File: config.mk
export PLATFORM = sky130hd
export DESIGN_NAME = entropy_pool_conditioner_core
export DESIGN_NICKNAME = d
export VERILOG_FILES = /design/src/hw/rtl/epc_pkg.sv /design/src/hw/rtl/epc_sequencer.sv /design/src/hw/rtl/epc_datapath.sv /design/src/hw/rtl/entropy_pool_conditioner_core.sv
export SDC_FILE = /design/constraint.sdc
export NUM_CORES = 2
export LEC_CHECK = 0
export BUFFER_PORTS_ARGS = -buffer_cell sky130_fd_sc_hd__buf_2
export CAP_MARGIN = 15
export CORE_UTILIZATION = 40
export CTS_BUF_LIST = sky130_fd_sc_hd__clkbuf_8
export DETAILED_ROUTE_END_ITERATION = 12
export GPL_ROUTABILITY_DRIVEN = 0
export PLACE_DENSITY_LB_ADDON = 0.08
export SETUP_SLACK_MARGIN = 0.4
export SYNTH_ARGS = -nofsm -noshare
export SYNTH_HDL_FRONTEND = slang
export SYNTH_SLANG_ARGS = --single-unit
File: constraint.sdc
create_clock -name clk -period 34.3 [get_ports clk]
set_clock_uncertainty 0.15 [all_clocks]
set_input_delay 10.29 -clock clk [delete_from_list [all_inputs] [get_ports clk]]
set_output_delay 10.29 -clock clk [all_outputs]
set_load 0.005 [all_outputs]
File: src/hw/rtl/epc_pkg.sv
// Shared types, constants and microcode program of the entropy pool conditioner.
`default_nettype none
package epc_pkg;

	localparam logic [63:0] GOLDEN    = 64'h9E3779B97F4A7C15;
	localparam logic [63:0] FIN_MUL_A = 64'hBF58476D1CE4E5B9;
	localparam logic [63:0] FIN_MUL_B = 64'h94D049BB133111EB;
	localparam logic [63:0] WORK_SEED = 64'h00000000CAFEBABE;
	localparam logic [63:0] LCG_MUL   = 64'd6364136223846793005;
	localparam logic [63:0] LCG_INC   = 64'd1442695040888963407;
	localparam int unsigned WORK_ROUNDS = 20;

	localparam int unsigned PC_W = 4;
	localparam logic [PC_W-1:0] PC_HARVEST = 4'd0;
	localparam logic [PC_W-1:0] PC_EXTRACT = 4'd8;

	typedef enum logic [2:0] {
		U_NOP,
		U_ADD,
		U_MLL,
		U_MLH,
		U_MHL,
		U_MIX,
		U_EXT
	} uop_t;

	typedef enum logic [1:0] {
		SEQ_NEXT,
		SEQ_LOOP,
		SEQ_END
	} seq_t;

	typedef struct packed {
		uop_t            uop;
		logic            ksel;
		seq_t            seq;
		logic [PC_W-1:0] target;
	} ucode_t;

	typedef struct packed {
		logic exec;
		logic load;
		logic second;
		uop_t uop;
		logic ksel;
	} ctrl_t;

	function automatic logic [63:0] make_work();
		logic [63:0] w;
		w = WORK_SEED;
		for (int r = 0; r < WORK_ROUNDS; r++) begin
			w = w * LCG_MUL + LCG_INC;
			w = w ^ (w >> 17);
		end
		return w;
	endfunction

	localparam logic [63:0] WORK = make_work();

	function automatic logic [63:0] rotl(input logic [63:0] v, input int unsigned n);
		return (v << n) | (v >> (64 - n));
	endfunction

	function automatic ucode_t ucode(input logic [PC_W-1:0] pc);
		ucode_t cw;
		cw = '{uop: U_NOP, ksel: 1'b0, seq: SEQ_END, target: PC_HARVEST};
		unique case (pc)
			4'd0: cw = '{uop: U_ADD, ksel: 1'b0, seq: SEQ_NEXT, target: PC_HARVEST};
			4'd1: cw = '{uop: U_MLL, ksel: 1'b0, seq: SEQ_NEXT, target: PC_HARVEST};
			4'd2: cw = '{uop: U_MLH, ksel: 1'b0, seq: SEQ_NEXT, target: PC_HARVEST};
			4'd3: cw = '{uop: U_MHL, ksel: 1'b0, seq: SEQ_NEXT, target: PC_HARVEST};
			4'd4: cw = '{uop: U_MLL, ksel: 1'b1, seq: SEQ_NEXT, target: PC_HARVEST};
			4'd5: cw = '{uop: U_MLH, ksel: 1'b1, seq: SEQ_NEXT, target: PC_HARVEST};
			4'd6: cw = '{uop: U_MHL, ksel: 1'b1, seq: SEQ_NEXT, target: PC_HARVEST};
			4'd7: cw = '{uop: U_MIX, ksel: 1'b0, seq: SEQ_LOOP, target: PC_HARVEST};
			4'd8: cw = '{uop: U_EXT, ksel: 1'b0, seq: SEQ_END, target: PC_HARVEST};
			default: cw = '{uop: U_NOP, ksel: 1'b0, seq: SEQ_END, target: PC_HARVEST};
		endcase
		return cw;
	endfunction

endpackage
`default_nettype wire

File: src/hw/rtl/epc_sequencer.sv
// Microcode sequencer: step counter, feed flag and control word decode.
`default_nettype none
module epc_sequencer (
	input  wire logic          clk,
	input  wire logic          arst_n,
	input  wire logic          in_valid,
	input  wire logic          opcode,
	output logic               in_ready,
	input  wire logic          out_full,
	output epc_pkg::ctrl_t     ctrl
);
	import epc_pkg::*;

	logic            busy_q;
	logic            second_q;
	logic [PC_W-1:0] pc_q;
	ucode_t          cw;
	logic            hold;
	logic            load;

	assign cw       = ucode(pc_q);
	assign in_ready = !busy_q;
	assign load     = in_valid && in_ready;
	assign hold     = (cw.uop == U_EXT) && out_full;

	assign ctrl.exec   = busy_q && !hold;
	assign ctrl.load   = load;
	assign ctrl.second = second_q;
	assign ctrl.uop    = cw.uop;
	assign ctrl.ksel   = cw.ksel;

	always_ff @(posedge clk or negedge arst_n) begin
		if (!arst_n) begin
			busy_q   <= 1'b0;
			second_q <= 1'b0;
			pc_q     <= PC_HARVEST;
		end else if (load) begin
			busy_q   <= 1'b1;
			second_q <= 1'b0;
			pc_q     <= opcode ? PC_EXTRACT : PC_HARVEST;
		end else if (busy_q && !hold) begin
			unique case (cw.seq)
				SEQ_NEXT: pc_q <= pc_q + 1'b1;
				SEQ_LOOP: begin
					if (!second_q) begin
						second_q <= 1'b1;
						pc_q     <= cw.target;
					end else begin
						busy_q <= 1'b0;
					end
				end
				default: busy_q <= 1'b0;
			endcase
		end
	end

	a_entry: assert property (@(posedge clk) disable iff (!arst_n)
		(in_valid && in_ready) |=> busy_q && !second_q &&
			(pc_q == ($past(opcode) ? PC_EXTRACT : PC_HARVEST)))
		else $error("sequencer did not start at the program entry");

	a_pc_range: assert property (@(posedge clk) disable iff (!arst_n)
		busy_q |-> (pc_q <= PC_EXTRACT))
		else $error("step counter left the program");

	a_loop_once: assert property (@(posedge clk) disable iff (!arst_n)
		(busy_q && second_q && !hold && cw.seq == SEQ_LOOP) |=> !busy_q)
		else $error("harvest ran more than two feeds");

endmodule
`default_nettype wire

File: src/hw/rtl/epc_datapath.sv
// Pool datapath: lanes, feed counter, shared 32x32 multiplier and output register.
`default_nettype none
module epc_datapath (
	input  wire logic           clk,
	input  wire logic           arst_n,
	input  wire epc_pkg::ctrl_t ctrl,
	input  wire logic [63:0]    timer_sample,
	output logic [63:0]         random_word,
	output logic                out_valid,
	input  wire logic           out_ready,
	output logic                out_full
);
	import epc_pkg::*;

	logic [63:0] lanes_q [4];
	logic [63:0] count_q;
	logic [63:0] gsum_q;
	logic [63:0] samp_q;
	logic [63:0] z_q;
	logic [63:0] acc_q;
	logic [63:0] word_q;
	logic        out_valid_q;

	logic [63:0] kconst;
	logic [31:0] a_half;
	logic [31:0] k_half;
	logic [63:0] prod;
	logic [63:0] add_in;
	logic [63:0] add_sum;
	logic [63:0] acc_sum;
	logic [63:0] mhl_z;
	logic [1:0]  cur;
	logic [63:0] lane_mix [4];
	logic [63:0] fold;

	assign kconst  = ctrl.ksel ? FIN_MUL_B : FIN_MUL_A;
	assign a_half  = (ctrl.uop == U_MHL) ? z_q[63:32] : z_q[31:0];
	assign k_half  = (ctrl.uop == U_MLH) ? kconst[63:32] : kconst[31:0];
	assign prod    = 64'(a_half) * 64'(k_half);
	assign acc_sum = acc_q + {prod[31:0], 32'd0};
	assign mhl_z   = ctrl.ksel ? (acc_sum ^ (acc_sum >> 31)) : (acc_sum ^ (acc_sum >> 27));

	assign add_in  = ctrl.second ? (samp_q ^ WORK) : samp_q;
	assign add_sum = add_in + gsum_q;

	assign cur = count_q[1:0];

	always_comb begin
		for (int i = 0; i < 4; i++) begin
			lane_mix[i] = lanes_q[i];
			if (cur == 2'(i)) begin
				lane_mix[i] = lanes_q[i] ^ z_q;
			end
			if (cur == 2'(i + 3)) begin
				lane_mix[i] = lanes_q[i] ^ rotl(lanes_q[(i + 3) % 4] ^ z_q, 17);
			end
		end
	end

	assign fold = lanes_q[0] ^ rotl(lanes_q[1], 13) ^ rotl(lanes_q[2], 29) ^
		rotl(lanes_q[3], 43);

	always_ff @(posedge clk or negedge arst_n) begin
		if (!arst_n) begin
			for (int i = 0; i < 4; i++) begin
				lanes_q[i] <= '0;
			end
			count_q     <= '0;
			gsum_q      <= GOLDEN;
			out_valid_q <= 1'b0;
		end else begin
			if (ctrl.exec && ctrl.uop == U_EXT) begin
				out_valid_q <= 1'b1;
			end else if (out_ready) begin
				out_valid_q <= 1'b0;
			end
			if (ctrl.exec) begin
				unique case (ctrl.uop)
					U_ADD: begin
						count_q <= count_q + 64'd1;
						gsum_q  <= gsum_q + GOLDEN;
					end
					U_MIX: begin
						for (int i = 0; i < 4; i++) begin
							lanes_q[i] <= lane_mix[i];
						end
					end
					U_EXT: begin
						lanes_q[0] <= lanes_q[0] ^ rotl(fold, 7);
						lanes_q[1] <= lanes_q[1] ^ rotl(fold, 23);
					end
					default: begin
					end
				endcase
			end
		end
	end

	always_ff @(posedge clk) begin
		if (ctrl.load) begin
			samp_q <= timer_sample;
		end
		if (ctrl.exec) begin
			unique case (ctrl.uop)
				U_ADD: z_q    <= add_sum ^ (add_sum >> 30);
				U_MLL: acc_q  <= prod;
				U_MLH: acc_q  <= acc_sum;
				U_MHL: z_q    <= mhl_z;
				U_EXT: word_q <= fold;
				default: begin
				end
			endcase
		end
	end

	assign random_word = word_q;
	assign out_valid   = out_valid_q;
	assign out_full    = out_valid_q && !out_ready;

	a_out_source: assert property (@(posedge clk) disable iff (!arst_n)
		$rose(out_valid_q) |-> $past(ctrl.exec && ctrl.uop == U_EXT))
		else $error("output item raised without an extract step");

	a_count_source: assert property (@(posedge clk) disable iff (!arst_n)
		(count_q != $past(count_q)) |-> $past(ctrl.exec && ctrl.uop == U_ADD))
		else $error("feed counter moved outside a feed");

	a_no_overwrite: assert property (@(posedge clk) disable iff (!arst_n)
		(out_valid_q && !out_ready) |-> !(ctrl.exec && ctrl.uop == U_EXT))
		else $error("extract overwrote a waiting item");

endmodule
`default_nettype wire

File: src/hw/rtl/entropy_pool_conditioner_core.sv
// Top level of the entropy pool conditioner: sequencer plus pool datapath.
//
// A harvest item is taken in when in_ready is high and then occupies the block through both
// of its feeds, so a new item waits until it is done; an extract item runs its extract step
// once the output register is free. The length of a harvest is set by the single 32x32
// multiplier: each 64-bit finalizer product is built from three partial products over
// three microcode steps, two products per feed and two feeds per harvest. The golden
// increment is kept as a running sum, so the counter needs no multiply. A finished word
// waits in the output register while new items are accepted; only an extract stalls on it.
`default_nettype none
module entropy_pool_conditioner_core (
	input  wire logic        clk,
	input  wire logic        arst_n,
	input  wire logic        in_valid,
	output logic             in_ready,
	input  wire logic        opcode,
	input  wire logic [63:0] timer_sample,
	output logic             out_valid,
	input  wire logic        out_ready,
	output logic [63:0]      random_word
);
	import epc_pkg::*;

	ctrl_t ctrl;
	logic  out_full;

	epc_sequencer u_seq (
		.clk      (clk),
		.arst_n   (arst_n),
		.in_valid (in_valid),
		.opcode   (opcode),
		.in_ready (in_ready),
		.out_full (out_full),
		.ctrl     (ctrl)
	);

	epc_datapath u_dp (
		.clk          (clk),
		.arst_n       (arst_n),
		.ctrl         (ctrl),
		.timer_sample (timer_sample),
		.random_word  (random_word),
		.out_valid    (out_valid),
		.out_ready    (out_ready),
		.out_full     (out_full)
	);

endmodule
`default_nettype wire

# Word level (Yosys, flattened, before mapping)
# Memory sizes are Yosys's and may differ from the RTL's.
# Cells that the tools add are included.
[word_totals]
in_bits = 69
rom_bits = 96
mem_count = 1
latchBits = 0
ramBits = 0
wordCells = 122
register_bits = 647
output_inout_bits = 66
[op_classes]
n_eq_ne = 15
mul = 1
mux = 30
bitwise = 26
order_cmp = 0
n_addsub = 5
n_reduce_logical = 30
shift = 0
div = 0
[mem_list]
columns = ["memory", "depth", "word_bits", "rd", "rd_ports_with_merged_regs", "wr", "line_no", "text"]
rows = [
  ["(name not given)", 16, 6, 1, 0, 0, "epc_pkg.sv:67", "unique case (pc)"],
]
[op_table]
columns = ["cell", "count"]
rows = [
  ["64-bit XOR", 13],
  ["64-bit two-way mux", 9],
  ["64-bit by 17-bit OR with 64-bit output", 4],
  ["128-bit case mux with 2 select lines", 1],
  ["64-bit case mux with 2 select lines", 2],
  ["64-bit adder", 2],
  ["64-bit by 1-bit adder with 64-bit output, second input constant", 1],
  ["64-bit adder, second input constant", 1],
  ["32-bit by 32-bit multiplier with 64-bit output", 1],
  ["32-bit two-way mux", 2],
  ["64-bit by 13-bit OR with 64-bit output", 1],
  ["64-bit by 23-bit OR with 64-bit output", 1],
  ["64-bit by 29-bit OR with 64-bit output", 1],
  ["64-bit by 43-bit OR with 64-bit output", 1],
  ["64-bit by 7-bit OR with 64-bit output", 1],
  ["64-bit by 33-bit XOR with 64-bit output", 1],
  ["64-bit by 34-bit XOR with 64-bit output", 1],
  ["64-bit by 37-bit XOR with 64-bit output", 1],
  ["63-bit two-way mux", 1],
  ["62-bit two-way mux", 1],
  ["28-bit inverter", 1],
  ["3-bit AND reduction", 6],
  ["4-bit two-way mux", 4],
  ["2-bit nonzero test", 8],
  ["17 further kinds", 42],
]

# Longest topological paths before layout
# An unclocked memory read counts as a cell.
[depth]
depth_word = 8
ltp_mapped = 53
depth_no_buf = 47

# Modules after synthesis
# Synthesis repeated with hierarchy kept, for this count alone.
[hier_totals]
cells_unflattened = 6809
hier_area_um2 = 66193.5
[modules_own_cells]
columns = ["module", "instances", "seq_area_each_um2", "area_each_um2", "cells_per_inst"]
rows = [
  ["epc_datapath", 1, 15817.7, 65641.7, 6745],
  ["epc_sequencer", 1, 150.1, 551.8, 64],
]

# Least setup slack after synthesis
# No wires, ideal clock.
[synth_timing]
path_kind = "input to register"
start = "in out_ready"
end = "reg u_dp.z_q[0] (enable)"
setup_ns = 0.507
t_required_ns = 33.643
arrival_ns = 14.031
n_path_buf = 0
cell_stages = 4
path_slack_ns = 19.611
cell_sequence = "nand2b_1 > o21ai_0 > or2_2 > a21oi_1"
[synth_via]
elab_chain_len = 6
[synth_rtl]
columns = ["item", "line_no", "text"]
rows = [
  ["start: declaration", "entropy_pool_conditioner_core.sv:19", "input wire logic out_ready,"],
  ["1-bit zero test", "epc_datapath.sv:118", "assign out_full = out_valid_q && !out_ready;"],
  ["1-bit logical AND", "epc_datapath.sv:118", ""],
  ["1-bit logical AND", "epc_sequencer.sv:24", "assign hold = (cw.uop == U_EXT) && out_full;"],
  ["1-bit zero test", "epc_sequencer.sv:26", "assign ctrl.exec = busy_q && !hold;"],
  ["1-bit logical AND", "epc_sequencer.sv:26", ""],
  ["2-bit AND reduction (no line)", "n/a", ""],
  ["end signal: assignment", "epc_datapath.sv:105", "U_ADD: z_q <= add_sum ^ (add_sum >> 30);"],
  ["end signal: assignment", "epc_datapath.sv:108", "U_MHL: z_q <= mhl_z;"],
  ["end: declaration", "epc_datapath.sv:19", "logic [63:0] z_q;"],
]
# Every way passes these cells.
# A chain may end at the register's enable or synchronous reset.

# Worst setup path in the final report
[layout_timing]
start = "reg u_seq.pc_q[0]"
end = "reg u_dp.z_q[35] (data pin)"
[layout_via]
elab_chain_len = 8
elab_cells_between_ends = 13
cone_classes = "1 x add/sub; 1 x mul; 3 x eq/ne; 5 x mux; 2 x bitwise; 1 x memory"
[layout_rtl]
columns = ["item", "line_no", "text"]
rows = [
  ["start: declaration", "epc_sequencer.sv:16", "logic [PC_W-1:0] pc_q;"],
  ["start signal: assignment", "epc_sequencer.sv:40", "pc_q <= opcode ? PC_EXTRACT : PC_HARVEST;"],
  ["start signal: assignment", "epc_sequencer.sv:43", "SEQ_NEXT: pc_q <= pc_q + 1'b1;"],
  ["start signal: assignment", "epc_sequencer.sv:47", "pc_q <= cw.target;"],
  ["memory 16 x 6 bit *", "n/a", ""],
  ["3-bit equality test (tied with other cells)", "epc_datapath.sv:37, epc_datapath.sv:104", ""],
  ["32-bit two-way mux (on tied branches)", "epc_datapath.sv:37, epc_datapath.sv:38", ""],
  ["32-bit by 32-bit multiplier with 64-bit output", "epc_datapath.sv:39", "assign prod = 64'(a_half) * 64'(k_half);"],
  ["64-bit adder", "epc_datapath.sv:40", "assign acc_sum = acc_q + {prod[31:0], 32'd0};"],
  ["64-bit by 37-bit XOR with 64-bit output / 64-bit by 33-bit XOR with 64-bit output (equally long branches)", "epc_datapath.sv:41", "assign mhl_z = ctrl.ksel ? (acc_sum ^ (acc_sum >> 31)) : (acc_sum ^ (acc_sum >> 27));"],
  ["64-bit two-way mux", "epc_datapath.sv:41", ""],
  ["64-bit case mux with 2 select lines *", "epc_datapath.sv:104", "unique case (ctrl.uop)"],
]
# Mark *: on every way between the ends. The rest lies on a longest branch, timed or not.

==> results.json <==
{
  "status": "completed",
  "drv_cap": 0,
  "slowest_stage": "buf_4",
  "path_max_fanout": 69,
  "setup_violations": 0,
  "synth_seq_cells": 585,
  "grt_pass1_wl_um": 337000,
  "cpMostUsedCell": "fa_1",
  "clockRootBuffer": "clkbuf_8",
  "async_flop_share_pct": 56.2,
  "cts_resized": 0,
  "vias": 47500,
  "cp.required_ns": 34.68,
  "avgSynthCellArea_sq_um": 9.83,
  "synth_edf_count": 256,
  "worst_slack_ns": 21.08,
  "synthTopCellsByArea": "fa_1, edfxtp_1, dfrtp_1",
  "rsz0062_at_grt": "no",
  "cts_setup_buffers": 0,
  "dp_hpwl_um": 183000,
  "fillers": 16100,
  "die_y_um": 406,
  "syn-num-nets": 7987,
  "yosys-top-cells-count": "inv_1, fa_1, xnor2_1",
  "ant_nets": 0,
  "multi_input_area_sq_um": 44900,
  "die_x_um": 406,
  "die_area_sq_um": 165000,
  "cts_hold_buf": 0,
  "hold_class": "flip-flop to flip-flop",
  "yosysMostFrequentCell": "inv_1",
  "path_clk_slew_ns": 0.07,
  "drtIter0Drc": 4003,
  "grt_pass1_vias": 48000,
  "cts_buffers": 96,
  "antenna_found_initial": 10,
  "synth_top_area_share_pct": 25.1,
  "start_util_pct": 40.2,
  "avgViaCountPerCell": 5.33,
  "regArea_sq_um": 16000,
  "h-tree-depth": 3,
  "grt_max_degree": 193,
  "critical_path_class": "flip-flop to flip-flop",
  "cts_tree": "yes",
  "post-route-period-util_pct": 38.5,
  "cp-start-kind": "flip-flop",
  "synth_area_sq_um": 65400,
  "grt_use_total_pct": 28.2,
  "slowest_delay_ns": 0.76,
  "cts_buffer_depth": 3,
  "ys.flop_type": "dfrtp_1",
  "crit_arrival_ns": 13.60,
  "synth_area_leader_cell": "fa_1",
  "drive_above_1_share_pct": 6.60,
  "max_slew_margin_pct": 23.0,
  "synth_cells": 6654,
  "worstSkewPairLatency_ns": 0.83,
  "yosys.cell_types.count": 86,
  "worstMarginPinSlew_ns": 1.16,
  "ios": 135,
  "yosys_warnings": 0,
  "tns_ns": 0,
  "post-route-min-period_ns": 13.22,
  "ys_seq_area_share_pct": 24.4,
  "final_max_slew_viol_count": 0,
  "place_ws_ns": 20.47,
  "fin_nets": 7982,
  "overflow": 0,
  "area_growth_pct": 7.58,
  "wl_per_cell_um": 25.8,
  "drt_first_pass_iters": 7,
  "drc": 0,
  "cts_num_sinks": 585,
  "port_buffers": 134,
  "whs_ns": 0.352,
  "fp.coreArea_sq_um": 163000,
  "hold_viol_final": 0,
  "worst_setup_path_end_kind": "flip-flop",
  "rows": 148,
  "wl_um": 230000,
  "fmax_mhz": 75.7
}
[sequential cells by signal, summed over array words and instances (netlist names)]
name and flops:
u_seq.pc_q 4, u_dp.count_q 2, u_dp.acc_q 64, u_dp.gsum_q 64, u_dp.z_q 64, u_dp.lanes_q 256
u_seq.busy_q 1, u_seq.second_q 1, u_dp.samp_q 64, u_dp.out_valid 1, u_dp.random_word 64
[cell type report]
class / count / area share (%)
inverters: 941 / 5.02
clock inverters: 73 / 0.800
repair buffers: 205 / 1.74
well taps: 2175 / 3.87
flip-flops and latches: 585 / 22.7
clock buffers: 105 / 2.05
multi-input cells: 4820 / 63.8
diodes: 2 / 0.00711
[path summary, 6_finish.rpt]
kind | cells after the start | slack (ns) | from | to
min reg2reg | 1 | 0.35 | u_dp.gsum_q[63] | u_dp.gsum_q[63]
max reg2reg | 36 | 21.08 | u_seq.pc_q[0] | u_dp.z_q[35]
min in group asynchronous | 1 | 9.34 | arst_n | u_dp.lanes_q[48]
max | 36 | 21.08 | u_seq.pc_q[0] | u_dp.z_q[35]
max in group asynchronous | 4 | 21.54 | arst_n | u_dp.gsum_q[42]
min | 1 | 0.35 | u_dp.gsum_q[63] | u_dp.gsum_q[63]
[per-stage QoR]
stage / std cells / cell area (sq um) / utilization, %
after floorplan: 6654 / 65400 / -
after global placement: 8726 / 68400 / 42.0
after detailed placement: 8726 / 68400 / 42.0
after CTS: 8904 / 70400 / 43.3
after global routing: 8905 / 70400 / 43.3
final: 8906 / 70400 / 43.3
[cell usage in the layout (no fill, tap or decap), types with 20 or more instances in the layout]
cell type,Yosys,final
xnor2_1,687,687
inv_1,935,956
a31oi_1,23,23
clkinv_1,4,21
nor3_1,31,30
and2_1,204,203
nand4_1,40,40
a211oi_1,270,270
buf_4,0,70
xor2_1,347,347
nor2_1,605,604
clkinv_2,0,20
nand3_1,39,38
o21ai_0,275,275
ha_1,444,438
fa_1,820,820
o21bai_1,21,21
nand2b_1,75,75
buf_2,8,133
dfrtp_1,291,291
dfstp_2,38,38
nand2_1,341,341
mux2i_1,43,39
clkbuf_8,0,105
a21oi_1,225,219
and3_1,24,24
edfxtp_1,256,256
a21o_1,95,93
nor2b_1,33,33
[critical path: cells and delay by family (launching register included)]
family	cells	cell delay, ns
buffers and inverters	5	1.56
DFF	1	0.52
adders and majority gates	11	5.19
and+or+nand+nor	8	2.09
muxes	1	0.23
AOI/OAI and AO/OA	9	2.14
xor gates and xnor gates	2	1.00
[metal layers]
metal	vias up	GRT usage, %	share of wire, %
li1	21400	-	-
met1	24100	41.4	46
met4	2	7.35	2.8
met2	1626	43.4	45
met5	-	0	0.0052
met3	273	3.92	6.5
[logic make-up (layout without fill, tap and decap cells)]
group / count (synthesis) / after routing / share of synthesized area (%)
muxes: 44 / 44 / 0.675
and+or+nand+nor: 1448 / 1448 / 10.2
other: 0 / 2 / 0
DFF: 585 / 585 / 24.4
xor gates and xnor gates: 1035 / 1035 / 13.9
AOI/OAI and AO/OA: 1029 / 1029 / 10.1
adders and majority gates: 1264 / 1264 / 33.6
buffers and inverters: 1249 / 1324 / 7.18
Power is not shown: default switching activity piles up to over one toggle a cycle in this logic, so the estimate is an artifact.
